$ cat src/hw/rtl/particle_density_splat_grid_defines.svh
// assertion macros for the density splat grid
// used by the rtl files that carry concurrent checks; expects clk and rst_n in scope
`ifndef PARTICLE_DENSITY_SPLAT_GRID_DEFINES_SVH
`define PARTICLE_DENSITY_SPLAT_GRID_DEFINES_SVH

// same-cycle implication, disabled while reset is asserted
`define PDSG_ASSERT_IMPL(label, ante, cons) \
  label: assert property (@(posedge clk) disable iff (!rst_n) (ante) |-> (cons)) \
    else $error("pdsg same-cycle check failed");

// next-cycle implication, disabled while reset is asserted
`define PDSG_ASSERT_NEXT(label, ante, cons) \
  label: assert property (@(posedge clk) disable iff (!rst_n) (ante) |=> (cons)) \
    else $error("pdsg next-cycle check failed");

`endif

$ cat src/hw/rtl/pdsg_pkg.sv
// shared types, constants and helpers for the density splat grid
// no dependencies; used by every rtl module of the block except pdsg_ram
`default_nettype none

package pdsg_pkg;

  // grid geometry
  localparam int GRID_X = 16;
  localparam int GRID_Y = 16;
  localparam int GRID_Z = 16;
  localparam int GRID_MAX = (GRID_X > GRID_Y) ? ((GRID_X > GRID_Z) ? GRID_X : GRID_Z)
                                              : ((GRID_Y > GRID_Z) ? GRID_Y : GRID_Z);
  localparam int COORD_W = $clog2(GRID_MAX);

  // density store
  localparam int STORE_DEPTH = 4096;
  localparam int IDX_W = $clog2(STORE_DEPTH);
  localparam int DATA_W = 32;
  localparam int CELL_W = (3 * COORD_W + 1 > IDX_W) ? (3 * COORD_W + 1) : IDX_W;

  // shared multiplier geometry
  localparam int MUL_A_W = 40;
  localparam int MUL_B_W = 24;
  localparam int PROD_W = MUL_A_W + MUL_B_W;
  localparam int ACC_W = 57;

  // field widths
  localparam int POS_W = 32;
  localparam int RAD_W = 24;

  // operation codes
  localparam logic [1:0] OP_ADD      = 2'd0;
  localparam logic [1:0] OP_READ     = 2'd1;
  localparam logic [1:0] OP_READ_CLR = 2'd2;

  // configuration register indexes
  localparam int CFG_IDX_W = 3;
  localparam logic [CFG_IDX_W-1:0] REG_ORIGIN_X      = 3'd0;
  localparam logic [CFG_IDX_W-1:0] REG_ORIGIN_Y      = 3'd1;
  localparam logic [CFG_IDX_W-1:0] REG_ORIGIN_Z      = 3'd2;
  localparam logic [CFG_IDX_W-1:0] REG_SCALE_X       = 3'd3;
  localparam logic [CFG_IDX_W-1:0] REG_SCALE_Y       = 3'd4;
  localparam logic [CFG_IDX_W-1:0] REG_SCALE_Z       = 3'd5;
  localparam logic [CFG_IDX_W-1:0] REG_DENSITY_SCALE = 3'd6;
  localparam logic [CFG_IDX_W-1:0] REG_GLOBAL_RADIUS = 3'd7;

  // register reset values
  localparam logic [31:0] RST_ORIGIN        = 32'd0;
  localparam logic [31:0] RST_SCALE         = 32'd65536;
  localparam logic [31:0] RST_DENSITY_SCALE = 32'd274503;
  localparam logic [RAD_W-1:0] RST_GLOBAL_RADIUS = 24'd65536;

  // axis counter codes
  localparam logic [1:0] AXIS_X = 2'd0;
  localparam logic [1:0] AXIS_Y = 2'd1;
  localparam logic [1:0] AXIS_Z = 2'd2;

  typedef struct packed {
    logic [31:0]      origin_x;
    logic [31:0]      origin_y;
    logic [31:0]      origin_z;
    logic [31:0]      scale_x;
    logic [31:0]      scale_y;
    logic [31:0]      scale_z;
    logic [31:0]      density_scale;
    logic [RAD_W-1:0] global_radius;
  } cfg_regs_t;

  typedef struct packed {
    logic [MUL_A_W-1:0] a;
    logic [MUL_B_W-1:0] b;
  } mul_req_t;

  typedef enum logic [3:0] {
    ST_CLEAR,
    ST_IDLE,
    ST_AX_HI,
    ST_AX_LO,
    ST_AX_FIN,
    ST_CELL,
    ST_R3,
    ST_DH,
    ST_DL,
    ST_INC,
    ST_SUM,
    ST_RD_ADDR,
    ST_RD_DATA
  } state_t;

  // largest legal coordinate on an axis
  function automatic logic [COORD_W-1:0] axis_limit(input logic [1:0] axis);
    logic [COORD_W-1:0] lim;
    unique case (axis)
      AXIS_X:  lim = COORD_W'(GRID_X - 1);
      AXIS_Y:  lim = COORD_W'(GRID_Y - 1);
      AXIS_Z:  lim = COORD_W'(GRID_Z - 1);
      default: lim = '0;
    endcase
    return lim;
  endfunction

endpackage

`default_nettype wire

$ cat src/hw/rtl/pdsg_mul.sv
// shared unsigned multiplier with a registered product
// depends on pdsg_pkg
`default_nettype none

module pdsg_mul (
  input  wire logic                        clk,
  input  wire pdsg_pkg::mul_req_t          req,
  output logic [pdsg_pkg::PROD_W-1:0]      prod_r
);

  logic [pdsg_pkg::PROD_W-1:0] prod_nxt;

  assign prod_nxt = pdsg_pkg::PROD_W'(req.a) * pdsg_pkg::PROD_W'(req.b);

  always_ff @(posedge clk) begin
    prod_r <= prod_nxt;
  end

endmodule

`default_nettype wire

$ cat config.mk
export PLATFORM = sky130hd
export DESIGN_NAME = pdsg_mul
export DESIGN_NICKNAME = d
export VERILOG_FILES = /design/src/hw/rtl/particle_density_splat_grid_defines.svh /design/src/hw/rtl/pdsg_pkg.sv /design/src/hw/rtl/pdsg_mul.sv
export SDC_FILE = /design/constraint.sdc
export NUM_CORES = 2
export LEC_CHECK = 0
export ABC_AREA = 1
export BUFFER_PORTS_ARGS = -buffer_cell sky130_fd_sc_hd__buf_4
export CAP_MARGIN = 20
export CORE_MARGIN = 2
export CORE_UTILIZATION = 50
export DETAILED_ROUTE_END_ITERATION = 10
export PLACE_DENSITY_LB_ADDON = 0.25
export SLEW_MARGIN = 20
export SYNTH_ARGS = -nofsm -noshare
export SYNTH_HDL_FRONTEND = slang
export SYNTH_SLANG_ARGS = --single-unit
$ cat constraint.sdc
create_clock -name clk -period 7.7 [get_ports clk]
set_input_delay 0.385 -clock clk [delete_from_list [all_inputs] [get_ports clk]]
set_output_delay 0.385 -clock clk [all_outputs]
set_load 0.005 [all_outputs]
==> metrics <==
Final Setup Violations 0; Die Y 265 µm; complex-gate fraction of the synthesized area 1.08%; Critical Path Max Stage Delay 560 ps; xor/xnor cell area share of the yosys netlist 0.902%; largest family of logic cells by synthesized area adder cells; Area Overhead vs Synth 5.03%; Starting Density 50.5%; Residual DRC 0; arrival time worst endpoint 6640 ps; number of post-CTS setup repair buffers 0; busiest grt layer met2; first-pass GRT wire length 150000 µm; Crit path top cell by count fa_1; DRT iter0 DRCs 1821; Synth Area in Adders 56.1%; Critical Path End Type flop; simple-gate portion of the synthesized area 19.6%; Routed Antenna Nets 0; routing usage on met1 37.8%; Core Box Area 0.0673 mm²; post-synth net total 5642; met3 Usage GRT 5.45%; IO Count 129; Top reg by flops prod_r; Port Buffer Count 128; GRT Overall Usage 27.3%; #FFs+latches synth 64; number of flip-flops in the largest register 64; period utilization 83.6%; mux contribution to synthesized area 0%; cts hold-fix bufs 0; largest net degree at the start of global routing 41; WP data required 7910 ps; met2 Use GR 43.8%; Pins Over Slew Limit 0; synthesized area per cell 7.46 µm²; yosys warns 0; Core Rows 95; Hold Crit Start req[24]; CTS tree done; largest registers prod_r: 64 flops; final hold violations 0; register area share after synthesis 3.77%; H-tree depth 3; Max Cap Viol 0; Initial DRT Pass Iterations 8; worst-path cell chain buf_4 -> nand2_1 -> fa_1 -> fa_1 -> inv_1 -> fa_1 -> inv_1 -> fa_1 -> inv_1 -> fa_1 -> fa_1 -> inv_1 -> fa_1 -> inv_1 -> ha_1 -> nand2_1 -> nor2_1 -> nand2_1 -> nor3_1 -> nand2_1 -> nand2_2 -> xor2_1; most frequent cells in the layout inv_1, nand2_1, fa_1; initial antenna violation count 4; commonest non-fill, non-tap cell in the layout inv_1; Die ar. 0.0701 mm²; GPL Wtd Cong 0.966; CP max-delay cell fa_1; Setup TNS Final 0 ps; clock tree buffer depth 2; area of the multi-input gates 0.0264 mm²; Crit Path Category in2reg; Worst-Margin Slew 613 ps; root buf cell clkbuf_16; critical path fanouts, max 40; register area 0.00128 mm²; DR WL/cell 16.7 µm; outcome completed; Period minus WS final 6440 ps; Cell variety after synth 28; Synth Cell Area 0.0340 mm²; Min-Delay Path Class in2reg; Net count, final 5605; worst hold slack 456 ps; vias in the first global route 28.5k; cts repair resizes 0; Startpoint Class input pin; Rel. slew slack 59.1%; clock transition at the registers of the reported paths 60 ps; Max Clk Rate 155 MHz; die width 265 µm; vias 26.8k; layout cells sized above 1 4.38%; Num CTS Buffers 9; post-DP HPWL 74900 µm; Filler Cell Count 6544; unrepaired setup endpoints after global routing false; clock sink count 64; vias per cell 4.98; CP endpoint prod_r[31]; Cells after Synth 4553; Worst Setup SP req[9]; final WL 90300 µm; grt ovf 0
synthesized netlist by cell type:
| library cell | instances | area [µm²] |
|---|---|---|
| inv_1 | 1493 | 5600 |
| nand2_1 | 1473 | 5530 |
| fa_1 | 834 | 16700 |
| ha_1 | 190 | 2380 |
| clkbuf_1 | 176 | 661 |
| nor2_1 | 80 | 300 |
| dfxtp_1 | 64 | 1280 |
| nand3_1 | 57 | 285 |
| a21oi_1 | 46 | 230 |
| xor2_1 | 33 | 289 |
| nor2_2 | 17 | 106 |
| nand4_1 | 16 | 100 |
| o21bai_1 | 14 | 105 |
| nand2_2 | 13 | 81.3 |
| nor3_1 | 10 | 50.1 |
| inv_2 | 9 | 33.8 |
| nand3_2 | 6 | 60.1 |
| nor3_2 | 5 | 50.1 |
| nor2_4 | 4 | 45.0 |
| o21ai_0 | 3 | 15.0 |
| and2_1 | 2 | 12.5 |
| xnor2_1 | 2 | 17.5 |
| a21o_1 | 1 | 7.51 |
| and3_1 | 1 | 6.26 |
| nor3_4 | 1 | 16.3 |
| nor4_1 | 1 | 6.26 |
| o21a_1 | 1 | 7.51 |
| or2_2 | 1 | 6.26 |
stage by stage:
stage / setup slack [ps] / utilization [%] / instances / cell area (µm²)
after CTS: 1320 / 53.0 / 5393 / 35700
after floorplan: 1920 / - / 4553 / 34000
after detailed placement: 1000 / 52.6 / 5378 / 35400
after global placement: 980 / 52.6 / 5378 / 35400
final: 1260 / 53.0 / 5395 / 35700
after global routing: 1010 / 53.0 / 5394 / 35700
cell type report:
class                      count  area share (%)
timing repair buffer         128            2.69
clock inverter                 5           0.228
multi-input combinational   2811            74.0
antenna                        2          0.0140
sequential                    64            3.59
tap                          873            3.06
clock buffer                  10           0.642
inverter                    1502            15.8
worst min path at each step:
stage	end	slack (ps)	depth (start not counted)
6_report	prod_r[0]	460	3
5_1_grt	prod_r[0]	480	3
4_1_cts	prod_r[0]	450	3
3_5_place_dp	prod_r[53]	760	1
3_3_place_gp	prod_r[3]	760	1
2_1_floorplan	prod_r[0]	480	2
kinds of logic (layout without fill, tap and decap cells):
family	after synthesis	count (layout)
compound gates	65	65
xor+xnor	35	35
fa+ha+maj	1024	1024
buf+inv	1678	1645
flops	64	64
other cells	0	2
simple gates	1687	1687
metal layers:
layer	share of wire, %	wire length (µm)
met3	8.3	7480
met4	2.8	2550
met5	0.040	36
met2	46	41600
met1	43	38600
worst max-delay path, delay by kind of cell:
| family | cells | cell delay, ps |
|---|---|---|
| fa+ha+maj | 8 | 4080 |
| simple gates | 7 | 1030 |
| xor+xnor | 1 | 370 |
| buf+inv | 6 | 720 |
Power is not shown: default switching activity piles up to over one toggle a cycle in this logic, so the estimate is an artifact.
