$ cat config.mk
export PLATFORM = sky130hd
export DESIGN_NAME = pdsg_ctrl
export DESIGN_NICKNAME = d
export VERILOG_FILES = /design/src/hw/rtl/pdsg_pkg.sv /design/src/hw/rtl/pdsg_ctrl.sv
export VERILOG_INCLUDE_DIRS = /design/src /design/src/hw/rtl
export SDC_FILE = /design/constraint.sdc
export NUM_CORES = 1
export LEC_CHECK = 0
export ABC_AREA = 0
export BUFFER_PORTS_ARGS = -buffer_cell sky130_fd_sc_hd__buf_4
export CAP_MARGIN = 20
export CORE_AREA = 4 4 248 250
export CTS_BUF_LIST = sky130_fd_sc_hd__clkbuf_8
export DETAILED_ROUTE_END_ITERATION = 7
export DIE_AREA = 0 0 252 254
export PLACE_DENSITY = 0.74
export SLEW_MARGIN = 20
export SYNTH_ARGS = -nofsm -noshare
export SYNTH_HDL_FRONTEND = slang
export SYNTH_SLANG_ARGS = --single-unit
$ cat constraint.sdc
create_clock -name clk -period 12.9 [get_ports clk]
set_clock_uncertainty 0.15 [all_clocks]
set_input_delay 1.935 -clock clk [delete_from_list [all_inputs] [get_ports clk]]
set_output_delay 1.935 -clock clk [all_outputs]
set_load 0.01 [all_outputs]
$ cat src/hw/rtl/particle_density_splat_grid_defines.svh
// assertion macros for the density splat grid
// used by the rtl files that carry concurrent checks; expects clk and rst_n in scope
`ifndef PARTICLE_DENSITY_SPLAT_GRID_DEFINES_SVH
`define PARTICLE_DENSITY_SPLAT_GRID_DEFINES_SVH

// same-cycle implication, disabled while reset is asserted
`define PDSG_ASSERT_IMPL(label, ante, cons) \
  label: assert property (@(posedge clk) disable iff (!rst_n) (ante) |-> (cons)) \
    else $error("pdsg same-cycle check failed");

// next-cycle implication, disabled while reset is asserted
`define PDSG_ASSERT_NEXT(label, ante, cons) \
  label: assert property (@(posedge clk) disable iff (!rst_n) (ante) |=> (cons)) \
    else $error("pdsg next-cycle check failed");

`endif

$ cat src/hw/rtl/pdsg_pkg.sv
// shared types, constants and helpers for the density splat grid
// no dependencies; used by every rtl module of the block except pdsg_ram
`default_nettype none

package pdsg_pkg;

  // grid geometry
  localparam int GRID_X = 16;
  localparam int GRID_Y = 16;
  localparam int GRID_Z = 16;
  localparam int GRID_MAX = (GRID_X > GRID_Y) ? ((GRID_X > GRID_Z) ? GRID_X : GRID_Z)
                                              : ((GRID_Y > GRID_Z) ? GRID_Y : GRID_Z);
  localparam int COORD_W = $clog2(GRID_MAX);

  // density store
  localparam int STORE_DEPTH = 4096;
  localparam int IDX_W = $clog2(STORE_DEPTH);
  localparam int DATA_W = 32;
  localparam int CELL_W = (3 * COORD_W + 1 > IDX_W) ? (3 * COORD_W + 1) : IDX_W;

  // shared multiplier geometry
  localparam int MUL_A_W = 40;
  localparam int MUL_B_W = 24;
  localparam int PROD_W = MUL_A_W + MUL_B_W;
  localparam int ACC_W = 57;

  // field widths
  localparam int POS_W = 32;
  localparam int RAD_W = 24;

  // operation codes
  localparam logic [1:0] OP_ADD      = 2'd0;
  localparam logic [1:0] OP_READ     = 2'd1;
  localparam logic [1:0] OP_READ_CLR = 2'd2;

  // configuration register indexes
  localparam int CFG_IDX_W = 3;
  localparam logic [CFG_IDX_W-1:0] REG_ORIGIN_X      = 3'd0;
  localparam logic [CFG_IDX_W-1:0] REG_ORIGIN_Y      = 3'd1;
  localparam logic [CFG_IDX_W-1:0] REG_ORIGIN_Z      = 3'd2;
  localparam logic [CFG_IDX_W-1:0] REG_SCALE_X       = 3'd3;
  localparam logic [CFG_IDX_W-1:0] REG_SCALE_Y       = 3'd4;
  localparam logic [CFG_IDX_W-1:0] REG_SCALE_Z       = 3'd5;
  localparam logic [CFG_IDX_W-1:0] REG_DENSITY_SCALE = 3'd6;
  localparam logic [CFG_IDX_W-1:0] REG_GLOBAL_RADIUS = 3'd7;

  // register reset values
  localparam logic [31:0] RST_ORIGIN        = 32'd0;
  localparam logic [31:0] RST_SCALE         = 32'd65536;
  localparam logic [31:0] RST_DENSITY_SCALE = 32'd274503;
  localparam logic [RAD_W-1:0] RST_GLOBAL_RADIUS = 24'd65536;

  // axis counter codes
  localparam logic [1:0] AXIS_X = 2'd0;
  localparam logic [1:0] AXIS_Y = 2'd1;
  localparam logic [1:0] AXIS_Z = 2'd2;

  typedef struct packed {
    logic [31:0]      origin_x;
    logic [31:0]      origin_y;
    logic [31:0]      origin_z;
    logic [31:0]      scale_x;
    logic [31:0]      scale_y;
    logic [31:0]      scale_z;
    logic [31:0]      density_scale;
    logic [RAD_W-1:0] global_radius;
  } cfg_regs_t;

  typedef struct packed {
    logic [MUL_A_W-1:0] a;
    logic [MUL_B_W-1:0] b;
  } mul_req_t;

  typedef enum logic [3:0] {
    ST_CLEAR,
    ST_IDLE,
    ST_AX_HI,
    ST_AX_LO,
    ST_AX_FIN,
    ST_CELL,
    ST_R3,
    ST_DH,
    ST_DL,
    ST_INC,
    ST_SUM,
    ST_RD_ADDR,
    ST_RD_DATA
  } state_t;

  // largest legal coordinate on an axis
  function automatic logic [COORD_W-1:0] axis_limit(input logic [1:0] axis);
    logic [COORD_W-1:0] lim;
    unique case (axis)
      AXIS_X:  lim = COORD_W'(GRID_X - 1);
      AXIS_Y:  lim = COORD_W'(GRID_Y - 1);
      AXIS_Z:  lim = COORD_W'(GRID_Z - 1);
      default: lim = '0;
    endcase
    return lim;
  endfunction

endpackage

`default_nettype wire

$ cat src/hw/rtl/pdsg_ctrl.sv
// sequencer and datapath registers: axis binning, volume term, read-modify-write
// depends on pdsg_pkg and particle_density_splat_grid_defines.svh
`default_nettype none
`include "particle_density_splat_grid_defines.svh"

module pdsg_ctrl (
  input  wire logic                                clk,
  input  wire logic                                rst_n,
  input  wire logic                                start,
  output logic                                     busy,
  input  wire logic [1:0]                          in_operation,
  input  wire logic signed [pdsg_pkg::POS_W-1:0]   in_pos_x,
  input  wire logic signed [pdsg_pkg::POS_W-1:0]   in_pos_y,
  input  wire logic signed [pdsg_pkg::POS_W-1:0]   in_pos_z,
  input  wire logic                                in_own_radius,
  input  wire logic [pdsg_pkg::RAD_W-1:0]          in_radius,
  input  wire logic [pdsg_pkg::IDX_W-1:0]          in_read_index,
  input  wire pdsg_pkg::cfg_regs_t                 cfg,
  output pdsg_pkg::mul_req_t                       mul_req,
  input  wire logic [pdsg_pkg::PROD_W-1:0]         prod,
  output logic                                     ram_we,
  output logic [pdsg_pkg::IDX_W-1:0]               ram_waddr,
  output logic [pdsg_pkg::DATA_W-1:0]              ram_wdata,
  output logic [pdsg_pkg::IDX_W-1:0]               ram_raddr,
  input  wire logic [pdsg_pkg::DATA_W-1:0]         ram_rdata,
  output logic                                     out_valid,
  output logic [pdsg_pkg::IDX_W-1:0]               out_cell_index,
  output logic [pdsg_pkg::DATA_W-1:0]              out_density,
  output logic                                     out_saturated
);

  pdsg_pkg::state_t state_r, state_nxt;
  logic [1:0]                       axis_r, axis_nxt;
  logic [pdsg_pkg::IDX_W-1:0]       clr_cnt_r, clr_cnt_nxt;
  logic [1:0]                       op_r, op_nxt;
  logic [32:0]                      d_r [3];
  logic [32:0]                      d_nxt [3];
  logic [pdsg_pkg::COORD_W-1:0]     coord_r [3];
  logic [pdsg_pkg::COORD_W-1:0]     coord_nxt [3];
  logic [pdsg_pkg::RAD_W-1:0]       rad_r, rad_nxt;
  logic [pdsg_pkg::IDX_W-1:0]       cell_r, cell_nxt;
  logic [pdsg_pkg::ACC_W-1:0]       acc_r, acc_nxt;
  logic [39:0]                      r3_r, r3_nxt;
  logic                             out_valid_r, out_valid_nxt;
  logic [pdsg_pkg::IDX_W-1:0]       out_cell_r, out_cell_nxt;
  logic [pdsg_pkg::DATA_W-1:0]      out_density_r, out_density_nxt;
  logic                             out_sat_r, out_sat_nxt;

  logic                             accept;
  logic [32:0]                      d_sel;
  logic [31:0]                      scale_sel;
  logic                             d_pos;
  logic [48:0]                      fin_sum;
  logic [32:0]                      fin_idx;
  logic [pdsg_pkg::COORD_W-1:0]     lim;
  logic [pdsg_pkg::CELL_W-1:0]      cell_full;
  logic [pdsg_pkg::ACC_W:0]         sum;
  logic                             sum_sat;

  assign busy   = (state_r != pdsg_pkg::ST_IDLE);
  assign accept = start && !busy;

  // operands of the axis currently being binned
  always_comb begin
    d_sel = d_r[axis_r];
    unique case (axis_r)
      pdsg_pkg::AXIS_X: scale_sel = cfg.scale_x;
      pdsg_pkg::AXIS_Y: scale_sel = cfg.scale_y;
      pdsg_pkg::AXIS_Z: scale_sel = cfg.scale_z;
      default:          scale_sel = '0;
    endcase
  end

  assign d_pos   = !d_sel[32] && (d_sel != '0);
  assign fin_sum = acc_r[48:0] + {17'd0, prod[47:16]};
  assign fin_idx = fin_sum[48:16];
  assign lim     = pdsg_pkg::axis_limit(axis_r);

  assign cell_full = pdsg_pkg::CELL_W'(coord_r[0])
                   + (pdsg_pkg::CELL_W'(coord_r[1])
                      + pdsg_pkg::CELL_W'(coord_r[2]) * pdsg_pkg::CELL_W'(pdsg_pkg::GRID_Y))
                     * pdsg_pkg::CELL_W'(pdsg_pkg::GRID_X);

  assign sum     = {{(pdsg_pkg::ACC_W + 1 - pdsg_pkg::DATA_W){1'b0}}, ram_rdata}
                 + {1'b0, acc_r};
  assign sum_sat = (sum[pdsg_pkg::ACC_W:pdsg_pkg::DATA_W] != '0);

  assign ram_raddr = cell_r;

  always_comb begin
    state_nxt       = state_r;
    axis_nxt        = axis_r;
    clr_cnt_nxt     = clr_cnt_r;
    op_nxt          = op_r;
    d_nxt           = d_r;
    coord_nxt       = coord_r;
    rad_nxt         = rad_r;
    cell_nxt        = cell_r;
    acc_nxt         = acc_r;
    r3_nxt          = r3_r;
    out_valid_nxt   = 1'b0;
    out_cell_nxt    = out_cell_r;
    out_density_nxt = out_density_r;
    out_sat_nxt     = out_sat_r;
    mul_req.a       = '0;
    mul_req.b       = '0;
    ram_we          = 1'b0;
    ram_waddr       = cell_r;
    ram_wdata       = '0;

    unique case (state_r)
      pdsg_pkg::ST_CLEAR: begin
        ram_we      = 1'b1;
        ram_waddr   = clr_cnt_r;
        clr_cnt_nxt = clr_cnt_r + 1'b1;
        if (clr_cnt_r == '1) begin
          state_nxt = pdsg_pkg::ST_IDLE;
        end
      end
      pdsg_pkg::ST_IDLE: begin
        if (accept) begin
          op_nxt   = in_operation;
          d_nxt[0] = {in_pos_x[31], in_pos_x} - {cfg.origin_x[31], cfg.origin_x};
          d_nxt[1] = {in_pos_y[31], in_pos_y} - {cfg.origin_y[31], cfg.origin_y};
          d_nxt[2] = {in_pos_z[31], in_pos_z} - {cfg.origin_z[31], cfg.origin_z};
          rad_nxt  = in_own_radius ? in_radius : cfg.global_radius;
          cell_nxt = in_read_index;
          axis_nxt = pdsg_pkg::AXIS_X;
          if (in_operation == pdsg_pkg::OP_ADD) begin
            state_nxt = pdsg_pkg::ST_AX_HI;
          end else begin
            state_nxt = pdsg_pkg::ST_RD_ADDR;
          end
        end
      end
      // upper half of the offset times scale
      pdsg_pkg::ST_AX_HI: begin
        mul_req.a = {8'd0, scale_sel};
        mul_req.b = {8'd0, d_sel[31:16]};
        state_nxt = pdsg_pkg::ST_AX_LO;
      end
      // lower half of the offset times scale
      pdsg_pkg::ST_AX_LO: begin
        acc_nxt   = {9'd0, prod[47:0]};
        mul_req.a = {8'd0, scale_sel};
        mul_req.b = {8'd0, d_sel[15:0]};
        state_nxt = pdsg_pkg::ST_AX_FIN;
      end
      pdsg_pkg::ST_AX_FIN: begin
        if (!d_pos) begin
          coord_nxt[axis_r] = '0;
        end else if (fin_idx > 33'(lim)) begin
          coord_nxt[axis_r] = lim;
        end else begin
          coord_nxt[axis_r] = fin_idx[pdsg_pkg::COORD_W-1:0];
        end
        if (axis_r == pdsg_pkg::AXIS_Z) begin
          state_nxt = pdsg_pkg::ST_CELL;
        end else begin
          axis_nxt  = axis_r + 1'b1;
          state_nxt = pdsg_pkg::ST_AX_HI;
        end
      end
      // linear index, r*r
      pdsg_pkg::ST_CELL: begin
        cell_nxt  = cell_full[pdsg_pkg::IDX_W-1:0];
        mul_req.a = {16'd0, rad_r};
        mul_req.b = rad_r;
        state_nxt = pdsg_pkg::ST_R3;
      end
      // r2*r
      pdsg_pkg::ST_R3: begin
        mul_req.a = {8'd0, prod[47:16]};
        mul_req.b = rad_r;
        state_nxt = pdsg_pkg::ST_DH;
      end
      // r3 times integer part of density scale
      pdsg_pkg::ST_DH: begin
        r3_nxt    = prod[55:16];
        mul_req.a = prod[55:16];
        mul_req.b = {8'd0, cfg.density_scale[31:16]};
        state_nxt = pdsg_pkg::ST_DL;
      end
      // r3 times fraction of density scale
      pdsg_pkg::ST_DL: begin
        acc_nxt   = {1'b0, prod[55:0]};
        mul_req.a = r3_r;
        mul_req.b = {8'd0, cfg.density_scale[15:0]};
        state_nxt = pdsg_pkg::ST_INC;
      end
      // finish the increment while the old voxel value is read
      pdsg_pkg::ST_INC: begin
        acc_nxt   = acc_r + {17'd0, prod[55:16]};
        state_nxt = pdsg_pkg::ST_SUM;
      end
      pdsg_pkg::ST_SUM: begin
        ram_we          = 1'b1;
        ram_wdata       = sum_sat ? '1 : sum[pdsg_pkg::DATA_W-1:0];
        out_valid_nxt   = 1'b1;
        out_cell_nxt    = cell_r;
        out_density_nxt = ram_wdata;
        out_sat_nxt     = sum_sat;
        state_nxt       = pdsg_pkg::ST_IDLE;
      end
      pdsg_pkg::ST_RD_ADDR: begin
        state_nxt = pdsg_pkg::ST_RD_DATA;
      end
      pdsg_pkg::ST_RD_DATA: begin
        ram_we          = (op_r == pdsg_pkg::OP_READ_CLR);
        out_valid_nxt   = 1'b1;
        out_cell_nxt    = cell_r;
        out_density_nxt = ram_rdata;
        out_sat_nxt     = 1'b0;
        state_nxt       = pdsg_pkg::ST_IDLE;
      end
      default: begin
        state_nxt = pdsg_pkg::ST_IDLE;
      end
    endcase
  end

  always_ff @(posedge clk) begin
    if (!rst_n) begin
      state_r     <= pdsg_pkg::ST_CLEAR;
      axis_r      <= pdsg_pkg::AXIS_X;
      clr_cnt_r   <= '0;
      out_valid_r <= 1'b0;
    end else begin
      state_r     <= state_nxt;
      axis_r      <= axis_nxt;
      clr_cnt_r   <= clr_cnt_nxt;
      out_valid_r <= out_valid_nxt;
    end
  end

  always_ff @(posedge clk) begin
    op_r          <= op_nxt;
    d_r           <= d_nxt;
    coord_r       <= coord_nxt;
    rad_r         <= rad_nxt;
    cell_r        <= cell_nxt;
    acc_r         <= acc_nxt;
    r3_r          <= r3_nxt;
    out_cell_r    <= out_cell_nxt;
    out_density_r <= out_density_nxt;
    out_sat_r     <= out_sat_nxt;
  end

  assign out_valid      = out_valid_r;
  assign out_cell_index = out_cell_r;
  assign out_density    = out_density_r;
  assign out_saturated  = out_sat_r;

  `PDSG_ASSERT_NEXT(a_strobe_single, out_valid_r, !out_valid_r)
  `PDSG_ASSERT_NEXT(a_sum_gives_result, state_r == pdsg_pkg::ST_SUM, out_valid_r)
  `PDSG_ASSERT_IMPL(a_sat_is_full, out_valid_r && out_sat_r, out_density_r == '1)
  `PDSG_ASSERT_IMPL(a_no_write_idle, state_r == pdsg_pkg::ST_IDLE, !ram_we)

endmodule

`default_nettype wire

==> summary.md <==
| Metric | Value |
|---|---|
| Outcome | `complete, but fails checks` |
| Violated checks | `DRC` |
| Synth area leader | `edfxtp_1` |
| Minimum clock period | `8.34 ns` |
| Commonest non-fill, non-tap cell in the layout | `buf_4` |
| Final GP Congestion | `0.999` |
| Setup TNS | `0 ns` |
| Synth Cell Area | `24600 µm²` |
| Top cell type's share of synthesized area | `between 30% and 40%` |
| First-pass GRT wire length | `148000 µm` |
| Pins Over Slew Limit | `0` |
| FF-to-FF setup slack | `6.96 ns` |
| Core Footprint | `59000 µm²` |
| Vias in the first global route | `23400` |
| # nets final | `3966` |
| GRT Util Overall | `30.6%` |
| Hold-fix buffers, CTS | `0` |
| Total number of vias | `24700` |
| Worst reg2reg startpoint | `acc_r[0]$_DFFE_PP_` |
| Post-synth cell types | `81` |
| Power Density | `86.4 nW/µm²` |
| Least-Margin Pin Slew | `roughly 1.1 ns` |
| Most frequent cells in the layout | `buf_4 (661), edfxtp_1 (291), nand2_1 (237), a21oi_1 (232), nor2_1 (204)` |
| CP Max Fanout | `65` |
| Buffers on Ports | `641` |
| Hold/Removal Path Class | `register to register` |
| Core Rows | `between 80 and 90` |
| CTS tree | `yes` |
| Share of cells above drive strength 1 | `24.7%` |
| Placed instance area | `between 30000 and 40000 µm²` |
| Non-Filler Instances | `4131` |
| Fmax | `between 100 and 150 MHz` |
| Gate count after technology mapping | `2714` |
| Cells on worst reg2reg path | `22` |
| WL per Instance | `25.0 µm` |
| Number of synthesized flops with an enable pin | `291` |
| Seq/Total Area, Yosys | `37.1%` |
| Final hold viol count | `0` |
| H-tree Lvls | `2` |
| Worst setup EP type | `primary output` |
| Hold_sp | `ram_raddr[11]$_DFFE_PP_` |
| RSZ-0062 raised after global routing | `no` |
| Reg-to-reg endpoint | `coord_r[5]$_DFFE_PP_` |
| Sink Count | `just over 300` |
| Clock-pin slew on the worst setup and hold paths | `0.06 ns` |
| Final instance area | `31300 µm²` |
| Avg Inst Size Synth | `9.07 µm²` |
| Die area | `about 64000 µm²` |
| Critical Path RT | `approximately 11 ns` |
| Final HPWL DP | `82900 µm` |
| Power Total | `about 2.7 mW` |
| Critical Path AT | `~6.3 ns` |
| Root Driver | `clkbuf_8` |
| Initial drt markers | `roughly 2800` |
| Primary FF master, synth | `edfxtp_1` |
| Die Ht | `254 µm` |
| Area contributors post-synth | `edfxtp_1 (36%), ha_1 (9.0%), a21oi_1 (4.7%), o21ai_0 (3.8%), xnor2_1 (3.7%)` |
| Largest net degree at the start of global routing | `67` |
| Setup Viol. Count Final | `0` |
| Placed cells | `around 4000` |
| I/O pins | `650` |
| Die W | `approximately 250 µm` |
| WHS Path Cells | `0` |
| Routed wire length | `103000 µm` |
| Period utilization | `approximately 65%` |
| Post-CTS setup buffer count | `0` |
| Clk Latency, worst-skew pair | `around 0.69 ns` |
| Fin util | `53.0%` |
| Async SR Flop Fraction | `0%` |
| Clock buffer depth | `3` |
| Via density per instance | `5.99` |
| Area grow syn2layout | `27.1%` |
| Leak Pwr | `approximately 13 nW` |
| Post-synth net total | `around 3400` |
| Min-Delay Endpoint | `out_cell_index[11]$_DFFE_PP_` |
| Num CTS Buffers | `57` |
| VDD IR max | `72.1 µV` |
| Max-Cap Viols | `0` |
| Slew margin rel. | `around a quarter` |
| Post-CTS sizing | `0` |
| GRT Residual Overflow | `0` |
| Post-synthesis register bit count | `310` |
| Startpoint Class | `primary input` |
| Initial Util | `41.7%` |
| First-pass DRT Iterations | `8` |
| # DRC | `4` |
| Synth Warn # | `0` |
| Initial antenna violation count | `8` |
| Routed Antenna Nets | `0` |
| Worst setup path category | `primary input to primary output` |
[report_power, final]
part	internal (mW)	total (mW)	leakage, nW	switching, mW
Combinational	0.264	0.563	9.86	0.299
Clock	0.561	1.03	0.699	0.466
Sequential	1.11	1.11	2.78	0.00124
Total	1.94	2.70	13.3	0.766
[worst max-delay path: stages]
cell	delay, ns
buf_4	0.09
ha_1	0.19
inv_1	0.07
fa_1	0.39
nand2b_1	0.19
a21oi_1	0.24
o2111ai_1	0.24
a31oi_2	0.41
o2111a_1	0.27
nor2_1	0.08
o21ai_1	0.24
a32oi_1	0.14
or4_1	0.57
nor3_4	0.17
buf_4	0.58
a21oi_1	0.17
buf_4	0.19
[layout make-up]
type	count	area (µm²)
clock inverters	47	372
flip-flops and latches	310	9120
clock buffers	61	840
repair buffers	661	4960
inverters	157	592
diodes	7	17.5
well taps	773	967
multi-input cells	2115	14400
fillers	5532	27700
[worst max path at each step]
stage	from	to	depth (start not counted)
detailed placement	ram_rdata[0]	ram_wdata[2]	17
floorplan	ram_rdata[0]	ram_wdata[0]	16
finish	ram_rdata[0]	ram_wdata[2]	17
CTS	ram_rdata[0]	ram_wdata[2]	17
global route	ram_rdata[0]	ram_wdata[2]	17
global placement	ram_rdata[0]	ram_wdata[13]	17
[per-layer routing]
| metal | wire length, µm | global-route usage (%) | vias up |
|---|---|---|---|
| met5 | 0 | 0 | - |
| met4 | 4880 | 13.4 | 0 |
| met3 | 10000 | 6.41 | 217 |
| met2 | 49600 | 52.2 | 1351 |
| met1 | 38900 | 37.6 | 11700 |
| li1 | - | - | 11500 |
[per-stage QoR]
step                hold WS, ns  worst slack (ns)
CTS                       0.293              4.66
detailed placement        0.322              4.67
global placement          0.313              4.69
global route              0.329              4.33
floorplan                 0.332              5.95
finish                    0.318              4.56
[logic make-up (layout without fill, tap and decap cells)]
logic type	after synthesis	after routing	share of synthesized area (%)
AOI/OAI and AO/OA	876	876	23.5
xor gates and xnor gates	164	164	5.84
adders and majority gates	182	182	9.41
buffers and inverters	289	926	4.71
DFF	310	310	37.1
muxes	81	81	3.50
other	0	7	0
and+or+nand+nor	812	812	16.0
[synthesized netlist by cell type, types with 22 or more instances]
cell      instances
edfxtp_1        291
nand2_1         239
a21oi_1         233
nor2_1          207
o21ai_0         186
ha_1            177
inv_1           157
xnor2_1         104
clkbuf_1        101
a21o_1           77
nand3_1          73
a222oi_1         72
a31oi_1          62
xor2_1           60
nor3_1           48
nand4_1          47
mux2_2           41
mux2i_1          40
and2_1           39
o21a_1           32
nor2b_1          28
and3_1           26
nand2b_1         26
o21bai_1         22
[state kept, by name, indices dropped and copies added, names as in the netlist]
name / flops
state_r: 4
d_r: 99
axis_r: 2
rad_r: 24
coord_r: 12
acc_r: 57
op_r: 2
out_density: 32
out_saturated: 1
clr_cnt_r: 12
out_valid: 1
r3_r: 40
ram_raddr: 12
out_cell_index: 12
Note: power is estimated with default switching activity, not from simulation.
